### src/rgbls_pkg.sv
// ----------------------------------------------------------------------------
// RGB LED chain serializer package
// Shared constants, types and state encodings for the frame serializer.
// ----------------------------------------------------------------------------
`timescale 1ns / 1ps

package rgbls_pkg;

  // Capacity of the brightness store, in chips.
  localparam int MAX_CHIPS    = 32;
  localparam int NUM_CHANNELS = 3;
  localparam int LEVEL_W      = 8;
  localparam int CHIP_W       = 6;
  localparam int CHAN_W       = 2;
  localparam int PAYLOAD_W    = NUM_CHANNELS * LEVEL_W;
  localparam int ADDR_W       = (MAX_CHIPS > 1) ? $clog2(MAX_CHIPS) : 1;

  // Operation codes carried on an input beat.
  typedef enum logic [1:0] {
    OP_WRITE  = 2'd0,
    OP_READ   = 2'd1,
    OP_UPDATE = 2'd2,
    OP_NONE   = 2'd3
  } op_t;

  // Sequencer states.
  typedef enum logic [2:0] {
    ST_IDLE,
    ST_REPLY,
    ST_SCAN,
    ST_FRAME,
    ST_LATCH
  } state_t;

  // Control from the sequencer to the store and the output register.
  typedef struct packed {
    logic              in_ready;
    logic              slot_ok;
    logic              wr_en;
    logic              rd_en;
    logic [ADDR_W-1:0] rd_addr;
    logic              load_reply;
    logic              load_frame;
    logic              load_latch;
  } ctrl_t;

endpackage

### src/rgbls_store.sv
// ----------------------------------------------------------------------------
// Brightness store
// Three banks (red, green, blue) of one level per chip, with a valid bit per
// entry so that an entry never written reads as zero. One write port and one
// registered read port that returns all three channels of a chip.
// ----------------------------------------------------------------------------
`timescale 1ns / 1ps

module rgbls_store import rgbls_pkg::*; (
  input  logic                                  clk,
  input  logic                                  rst,
  input  logic                                  wr_en,
  input  logic [ADDR_W-1:0]                     wr_addr,
  input  logic [CHAN_W-1:0]                     wr_chan,
  input  logic [LEVEL_W-1:0]                    wr_data,
  input  logic                                  rd_en,
  input  logic [ADDR_W-1:0]                     rd_addr,
  output logic [NUM_CHANNELS-1:0][LEVEL_W-1:0]  rd_levels
);

  for (genvar g = 0; g < NUM_CHANNELS; g++) begin : g_bank
    logic [LEVEL_W-1:0]   mem [MAX_CHIPS];
    logic [MAX_CHIPS-1:0] vld;
    logic [LEVEL_W-1:0]   q;
    logic                 qv;
    logic                 bank_wr;

    assign bank_wr = wr_en && (wr_chan == CHAN_W'(g));

    // Storage array: written at one address, read at one address.
    always_ff @(posedge clk) begin
      if (bank_wr) begin
        mem[wr_addr] <= wr_data;
      end
      if (rd_en) begin
        q <= mem[rd_addr];
      end
    end

    // Valid bits stand in for clearing the array after reset.
    always_ff @(posedge clk) begin
      if (rst) begin
        vld <= '0;
        qv  <= 1'b0;
      end else begin
        if (bank_wr) begin
          vld[wr_addr] <= 1'b1;
        end
        if (rd_en) begin
          qv <= vld[rd_addr];
        end
      end
    end

    assign rd_levels[g] = qv ? q : '0;
  end

endmodule

### src/rgbls_seq.sv
// ----------------------------------------------------------------------------
// Serializer sequencer
// Decodes an input beat, range-checks the address and walks the chain one
// chip at a time with a single shared counter and compare during an update.
// ----------------------------------------------------------------------------
`timescale 1ns / 1ps

module rgbls_seq import rgbls_pkg::*; (
  input  logic              clk,
  input  logic              rst,
  input  logic              in_valid,
  input  logic [1:0]        operation,
  input  logic [CHIP_W-1:0] chip_index,
  input  logic [CHAN_W-1:0] channel_index,
  input  logic [CHIP_W-1:0] eff_chips,
  input  logic              out_free,
  output ctrl_t             ctrl
);

  state_t            state;
  state_t            state_next;
  logic [CHIP_W-1:0] idx;
  logic              more_chips;
  logic              slot_ok;
  op_t               op;

  assign op         = op_t'(operation);
  assign more_chips = (idx < eff_chips);
  assign slot_ok    = (chip_index < eff_chips) && (channel_index < CHAN_W'(NUM_CHANNELS));

  // Next state.
  always_comb begin
    state_next = state;
    unique case (state)
      ST_IDLE: begin
        if (in_valid) begin
          unique case (op)
            OP_READ:   state_next = ST_REPLY;
            OP_UPDATE: state_next = ST_SCAN;
            OP_WRITE:  state_next = ST_IDLE;
            OP_NONE:   state_next = ST_IDLE;
          endcase
        end
      end
      ST_REPLY: if (out_free) state_next = ST_IDLE;
      ST_SCAN:  state_next = more_chips ? ST_FRAME : ST_LATCH;
      ST_FRAME: if (out_free) state_next = ST_SCAN;
      ST_LATCH: if (out_free) state_next = ST_IDLE;
      default:  state_next = ST_IDLE;
    endcase
  end

  // Outputs.
  always_comb begin
    ctrl            = '0;
    ctrl.slot_ok    = slot_ok;
    ctrl.in_ready   = (state == ST_IDLE);
    ctrl.rd_addr    = (state == ST_IDLE) ? chip_index[ADDR_W-1:0] : idx[ADDR_W-1:0];
    ctrl.wr_en      = (state == ST_IDLE) && in_valid && (op == OP_WRITE) && slot_ok;
    ctrl.rd_en      = ((state == ST_IDLE) && in_valid && (op == OP_READ)) ||
                      ((state == ST_SCAN) && more_chips);
    ctrl.load_reply = (state == ST_REPLY) && out_free;
    ctrl.load_frame = (state == ST_FRAME) && out_free;
    ctrl.load_latch = (state == ST_LATCH) && out_free;
  end

  // State register.
  always_ff @(posedge clk) begin
    if (rst) begin
      state <= ST_IDLE;
    end else begin
      state <= state_next;
    end
  end

  // Chip counter: cleared when an update is taken, stepped per frame sent.
  always_ff @(posedge clk) begin
    if (rst) begin
      idx <= '0;
    end else if ((state == ST_IDLE) && in_valid && (op == OP_UPDATE)) begin
      idx <= '0;
    end else if ((state == ST_FRAME) && out_free) begin
      idx <= CHIP_W'(idx + 1'b1);
    end
  end

endmodule

### src/rgb_led_chain_frame_serializer_core.sv
// ----------------------------------------------------------------------------
// RGB LED chain frame serializer
// Keeps three brightness levels per chip and, on an update, sends one colour
// frame per chip in use followed by a latch frame marked last.
//
//   Channel  Signals                                   Direction  Role
//   in       in_valid/in_ready, operation, chip_index,  sink       commands
//            channel_index, level
//   out      out_valid/out_ready, is_frame, read_level, source     replies, frames
//            start_bit, frame_payload, last
//   cfg      cfg_valid/cfg_ready, cfg_data             sink       chips_in_use
//
// A write is stored on acceptance; a read loads its reply once the output is free.
// An update walks a scan and a frame state per chip, then a latch state: the
// store has one read port and a single chip counter and compare walks the chain.
// in_ready is low from an accepted read or update until its last beat is
// loaded into the output register; a stall on out_ready stretches that time.
// Reset is synchronous; the store reads as zero until written.
// ----------------------------------------------------------------------------
`timescale 1ns / 1ps

module rgb_led_chain_frame_serializer_core import rgbls_pkg::*; (
  input  logic                 clk,
  input  logic                 rst,
  input  logic                 in_valid,
  output logic                 in_ready,
  input  logic [1:0]           operation,
  input  logic [CHIP_W-1:0]    chip_index,
  input  logic [CHAN_W-1:0]    channel_index,
  input  logic [LEVEL_W-1:0]   level,
  output logic                 out_valid,
  input  logic                 out_ready,
  output logic                 is_frame,
  output logic [LEVEL_W-1:0]   read_level,
  output logic                 start_bit,
  output logic [PAYLOAD_W-1:0] frame_payload,
  output logic                 last,
  input  logic                 cfg_valid,
  output logic                 cfg_ready,
  input  logic [CHIP_W-1:0]    cfg_data
);

  ctrl_t                               ctrl;
  logic [CHIP_W-1:0]                   chips_in_use;
  logic [CHIP_W-1:0]                   eff_chips;
  logic                                out_free;
  logic [NUM_CHANNELS-1:0][LEVEL_W-1:0] levels;
  logic [CHAN_W-1:0]                   rd_chan;
  logic                                rd_ok;
  logic [LEVEL_W-1:0]                  chan_level;

  // Configuration register.
  assign cfg_ready = 1'b1;

  always_ff @(posedge clk) begin
    if (rst) begin
      chips_in_use <= CHIP_W'(1);
    end else if (cfg_valid && cfg_ready) begin
      chips_in_use <= cfg_data;
    end
  end

  // A count above the store capacity is clamped to it.
  assign eff_chips = (chips_in_use > CHIP_W'(MAX_CHIPS)) ? CHIP_W'(MAX_CHIPS) : chips_in_use;
  assign out_free  = !out_valid || out_ready;
  assign in_ready  = ctrl.in_ready;

  rgbls_seq u_seq (
    .clk           (clk),
    .rst           (rst),
    .in_valid      (in_valid),
    .operation     (operation),
    .chip_index    (chip_index),
    .channel_index (channel_index),
    .eff_chips     (eff_chips),
    .out_free      (out_free),
    .ctrl          (ctrl)
  );

  rgbls_store u_store (
    .clk       (clk),
    .rst       (rst),
    .wr_en     (ctrl.wr_en),
    .wr_addr   (chip_index[ADDR_W-1:0]),
    .wr_chan   (channel_index),
    .wr_data   (level),
    .rd_en     (ctrl.rd_en),
    .rd_addr   (ctrl.rd_addr),
    .rd_levels (levels)
  );

  // Remember which channel a read asked for and whether it was in range.
  always_ff @(posedge clk) begin
    if (in_valid && ctrl.in_ready) begin
      rd_chan <= channel_index;
      rd_ok   <= ctrl.slot_ok;
    end
  end

  always_comb begin
    unique case (rd_chan)
      2'd0:    chan_level = levels[0];
      2'd1:    chan_level = levels[1];
      2'd2:    chan_level = levels[2];
      default: chan_level = '0;
    endcase
  end

  // Output register: valid flag.
  always_ff @(posedge clk) begin
    if (rst) begin
      out_valid <= 1'b0;
    end else if (ctrl.load_reply || ctrl.load_frame || ctrl.load_latch) begin
      out_valid <= 1'b1;
    end else if (out_ready) begin
      out_valid <= 1'b0;
    end
  end

  // Output register: payload of the beat.
  always_ff @(posedge clk) begin
    if (ctrl.load_reply) begin
      is_frame      <= 1'b0;
      read_level    <= rd_ok ? chan_level : '0;
      start_bit     <= 1'b0;
      frame_payload <= '0;
      last          <= 1'b0;
    end else if (ctrl.load_frame) begin
      is_frame      <= 1'b1;
      read_level    <= '0;
      start_bit     <= 1'b1;
      frame_payload <= {levels[0], levels[1], levels[2]};
      last          <= 1'b0;
    end else if (ctrl.load_latch) begin
      is_frame      <= 1'b1;
      read_level    <= '0;
      start_bit     <= 1'b0;
      frame_payload <= '0;
      last          <= 1'b1;
    end
  end

  // The latch beat is always an empty frame.
  a_latch_empty: assert property (@(posedge clk) disable iff (rst)
    out_valid && last |-> is_frame && !start_bit && (frame_payload == '0))
    else $error("latch beat carries a start bit or payload");

  // A read reply never looks like a frame.
  a_reply_clean: assert property (@(posedge clk) disable iff (rst)
    out_valid && !is_frame |-> !last && !start_bit && (frame_payload == '0))
    else $error("read reply carries frame fields");

  // No new command is taken while colour frames of an update are going out.
  a_busy_in_update: assert property (@(posedge clk) disable iff (rst)
    out_valid && is_frame && !last |-> !in_ready)
    else $error("input accepted in the middle of an update");

endmodule
### config.mk
export PLATFORM = sky130hd
export DESIGN_NAME = rgb_led_chain_frame_serializer_core
export DESIGN_NICKNAME = d
export VERILOG_FILES = /design/src/rgbls_pkg.sv /design/src/rgbls_store.sv /design/src/rgbls_seq.sv /design/src/rgb_led_chain_frame_serializer_core.sv
export SDC_FILE = /design/constraint.sdc
export NUM_CORES = 1
export LEC_CHECK = 0
export ABC_AREA = 0
export BUFFER_PORTS_ARGS = -buffer_cell sky130_fd_sc_hd__buf_2
export CORE_ASPECT_RATIO = 0.7
export CORE_MARGIN = 2
export CORE_UTILIZATION = 40
export CTS_CLUSTER_SIZE = 20
export DETAILED_ROUTE_END_ITERATION = 12
export PLACE_DENSITY = 0.6
export SLEW_MARGIN = 20
export SYNTH_ARGS = -nofsm -noshare
export SYNTH_HDL_FRONTEND = slang
export SYNTH_SLANG_ARGS = --single-unit
### constraint.sdc
create_clock -name clk -period 2.8 [get_ports clk]
set_input_delay 0.14 -clock clk [delete_from_list [all_inputs] [get_ports clk]]
set_output_delay 0.14 -clock clk [all_outputs]
set_load 0.01 [all_outputs]
==> metrics.md <==
| Metric | Value |
|---|---|
| Setup violators final | 4 |
| Die W | 380 µm |
| GPL Wtd Cong | approximately 0.9 |
| Gr ovfl total | 0 |
| Switching fraction of total power | between 20% and 30% |
| Fraction of layout cells with a size suffix above 1 | around 17% |
| Area growth syn-to-layout | 20.6% |
| H-tree depth | 3 |
| Max rail drop VDD | approximately 0.00057 V |
| Max-cap viol count | 0 |
| Root Buffer | clkbuf_16 |
| Worst reg-to-reg path cell count | 11 |
| Die height | ~270 µm |
| Leakage | 16.5 nW |
| Fin Clk Skew | around 0.024 ns |
| DR DRC count | 0 |
| Reg2reg start | u_seq.state[1]$_SDFFE_PP0P_ |
| Commonest non-fill, non-tap cell in the layout | nand2_1 |
| Leading cell types in the layout, fill and taps excluded | 842 x nand2_1, 803 x edfxtp_1, 398 x nand3_1 |
| Core area | around 98000 µm² |
| Final Net Count | 3817 |
| Synthesized cell area | approximately 40000 µm² |
| Async S/R FF share, synth | 0% |
| Initial DRC count | just over 4000 |
| Min-delay src | chip_index[3] |
| Violated checks | setup timing |
| Int Power | 22.9 mW |
| Worst Setup Path Type | reg2reg |
| Critical path origin | u_seq.state[1]$_SDFFE_PP0P_ |
| FF+latch count, synth | between 900 and 1000 |
| Vias in the first global route | about 28000 |
| Maximum clock frequency | between 300 and 400 MHz |
| Worst hold path type | in2reg |
| Fin cells | just over 5000 |
| Critical Path Source Type | register |
| WP buf/inv | 4 |
| Mux cell area share after synthesis | under 10% |
| # diodes | 0 |
| Worst skew pair latency | 0.69 ns |
| Mapped Avg Cell Area | approximately 11 µm² |
| Post-synth cell types | 51 |
| Final WL | roughly 130000 µm |
| Xor/xnor share of the synthesized area | 0.0886% |
| CTS Sinks | 945 |
| Die area | 101000 µm² |
| Routed WL per cell | roughly 25 µm |
| Hold depth | 6 |
| Hold Vio Cnt, Final | 0 |
| Critical R2R Capture | u_store.g_bank[0].q[1]$_DFFE_PP_ |
| Net switching power | around 8 mW |
| Simple-gate portion of the synthesized area | approximately 18% |
| Top FF cell, synth | edfxtp_1 |
| Port Buf Inserts | 65 |
| Worst-margin pin slew | ~0.95 ns |
| Crit end category | register |
| Placed Cells | 4944 |
| Final min period | around 2.8 ns |
| GRT Util Overall | between 20% and 30% |
| CTS tree | built |
| Clock Path Buffers | 3 |
| Final period util | 101% |
| Clock share of power | a little under two fifths |
| Min-Delay Endpoint | u_store.g_bank[0].vld[15]$_SDFFE_PP0P_ |
| Syn nets | ~3600 |
| Power per Cell Area | around 650 nW/µm² |
| Largest net degree at the start of global routing | 99 |
| Crit-path max FO | 15 |
| Most frequent CP cell | buf_4 |
| Sequential element share of the synthesized area | just under 70% |
| Cts bufs inserted | between 80 and 90 |
| Syn. warnings | 0 |
| Setup slack, reg-to-reg | -0.01 ns |
| Rel. slew slack | between 30 and 40% |
| # rows | 96 |
| Adder-Cell Fraction of Synth Area | less than 1% |
| Setup TNS | -0.0308 ns |
| Crit-path slowest cell | or3_4 |
| DR pass1 iterations | 6 |
| EDFF count, synth | between 800 and 900 |
| Vias/cell | between 5 and 6 |
| Logic gate share of total power | approximately 12% |
| Sequential share of power | between 40 and 50% |
| CP max stage delay | approximately 0.44 ns |
| Crit path cell chain | or3_4 -> clkinv_8 -> buf_4 -> mux2_4 -> clkbuf_16 -> buf_4 -> nand2_1 -> nand3_1 -> a21oi_2 -> o21ai_1 -> and4_1 |
| First-pass GRT wire length | about 180000 µm |
| Largest family of logic cells by synthesized area | simple AND/OR/NAND/NOR gates |
| Starting Density | 40.3% |
| Io pins | 67 |
| Via count | 29640 |
| Slew Viols, Final | 0 |
| Initial antenna violation count | 7 |
| Detail Route Antenna Nets | 0 |
| Compound-Gate Fraction of Synth Area | under 10% |
| DP HPWL | roughly 80000 µm |
| Final worst setup slack | -0.0141 ns |
| Worst-path clk slew | roughly 0.060 ns |
| Crit path max-delay family | simple AND/OR/NAND/NOR gates |
| Synth Instances | 3510 |
| Unrepaired setup endpoints after global routing | true |
| Status | complete, but fails checks |
| CP arrival | about 3.3 ns |
| CP Data Required Time | about 3.2 ns |
synth_stat cells (2+ instances only):
cell	count	area (µm²)
nand2_1	850	3190
nand4_1	3	18.8
buf_2	66	330
nand3_1	399	2000
xor2_1	3	26.3
nor2_1	195	732
or2_2	2	12.5
ha_1	11	138
or3b_2	3	26.3
a31o_2	2	17.5
or3_1	7	43.8
a31oi_1	73	457
o211ai_1	2	15.0
mux2i_1	65	651
and2_1	2	12.5
buf_6	2	22.5
buf_4	20	150
edfxtp_1	803	24100
nand2b_1	4	25.0
a31o_1	5	43.8
and4_1	24	210
a211oi_1	86	646
o21ai_0	101	505
buf_1	17	63.8
a22o_1	2	17.5
nor4_1	6	37.5
o32ai_1	6	52.6
clkbuf_1	154	578
a21oi_1	236	1180
a21o_1	5	37.5
dfxtp_1	142	2840
and3_1	2	12.5
nor3_1	104	521
a32oi_1	24	210
inv_1	3	11.3
o21a_1	3	22.5
nor2b_1	52	325
nor3b_1	6	45.0
and3b_1	2	17.5
nand3b_1	7	52.6
worst max path at each step:
stage	cells past startpoint	end
2_1_floorplan	11	u_store.g_bank[1].mem[10][0]$_DFFE_PP_
3_5_place_dp	12	u_store.g_bank[0].q[7]$_DFFE_PP_
6_report	11	u_store.g_bank[0].q[1]$_DFFE_PP_
4_1_cts	11	u_store.g_bank[1].q[1]$_DFFE_PP_
5_1_grt	14	u_store.g_bank[1].q[6]$_DFFE_PP_
3_3_place_gp	12	u_store.g_bank[0].q[7]$_DFFE_PP_
tightest hold or removal path, stage by stage:
cell	delay, ns
buf_2	0.11
buf_4	0.21
nand3b_1	0.18
nor2_1	0.09
a21oi_1	0.13
nor2_1	0.05
state kept, by name, summed over array words and instances, names as in the netlist, 6 cells and up:
signal,count
u_store.g_bank.mem,768
u_store.g_bank.q,24
chips_in_use,6
frame_payload,24
u_seq.idx,6
read_level,8
u_store.g_bank.vld,96
metal layers:
metal	up-vias	wire, µm	share of wire, %	global-route usage [%]
met5	-	0	0	0
met3	190	16000	13	6.81
met1	14565	56400	44	36.9
li1	13240	-	-	-
met2	1645	51500	41	32.6
met4	0	3120	2.5	5.81
power groups by stage:
stage	sequential (mW)	combinational [mW]	clock (mW)
floorplan	15.7	1.78	0
global placement	15.7	3.30	0
detailed placement	15.7	3.30	0
CTS	15.4	3.39	11.8
global route	15.4	4.02	12.4
finish	15.4	3.77	11.7
cell families after synthesis:
family	after synthesis
simple gates	1671
flops	945
compound gates	548
buf+inv	264
mux	66
fa+ha+maj	11
xor+xnor	4
other cells	1
metrics by stage:
stage | power (mW) | util, % | area, µm² | hold slack, ns | worst slack [ns]
after floorplan | 17.4 | - | 39600 | 0.239 | -0.188
after global placement | 19.0 | 44.5 | 43600 | 0.355 | -0.209
after detailed placement | 19.0 | 44.5 | 43600 | 0.352 | -0.228
after CTS | 30.7 | 47.7 | 46700 | 0.236 | -0.0219
after global routing | 31.8 | 48.6 | 47700 | 0.316 | -0.0626
final | 30.9 | 48.6 | 47700 | 0.272 | -0.0141
layout make-up:
class | count | area (µm²)
multi-input cells | 2303 | 12000
flip-flops and latches | 945 | 27000
repair buffers | 435 | 4270
inverters | 5 | 31.3
clock inverters | 45 | 377
well taps | 1323 | 1660
fillers | 8842 | 50400
clock buffers | 112 | 2340
repair_timing:
action	in CTS	in global routing
resized for setup	27	129
cloned	1	16
endpoints found under the hold margin	242	0
hold buffers	28	0
endpoints found under the setup margin	69	378
buffers inserted	1	21
pin swaps	0	7
Power figures use the tool's default switching activity.
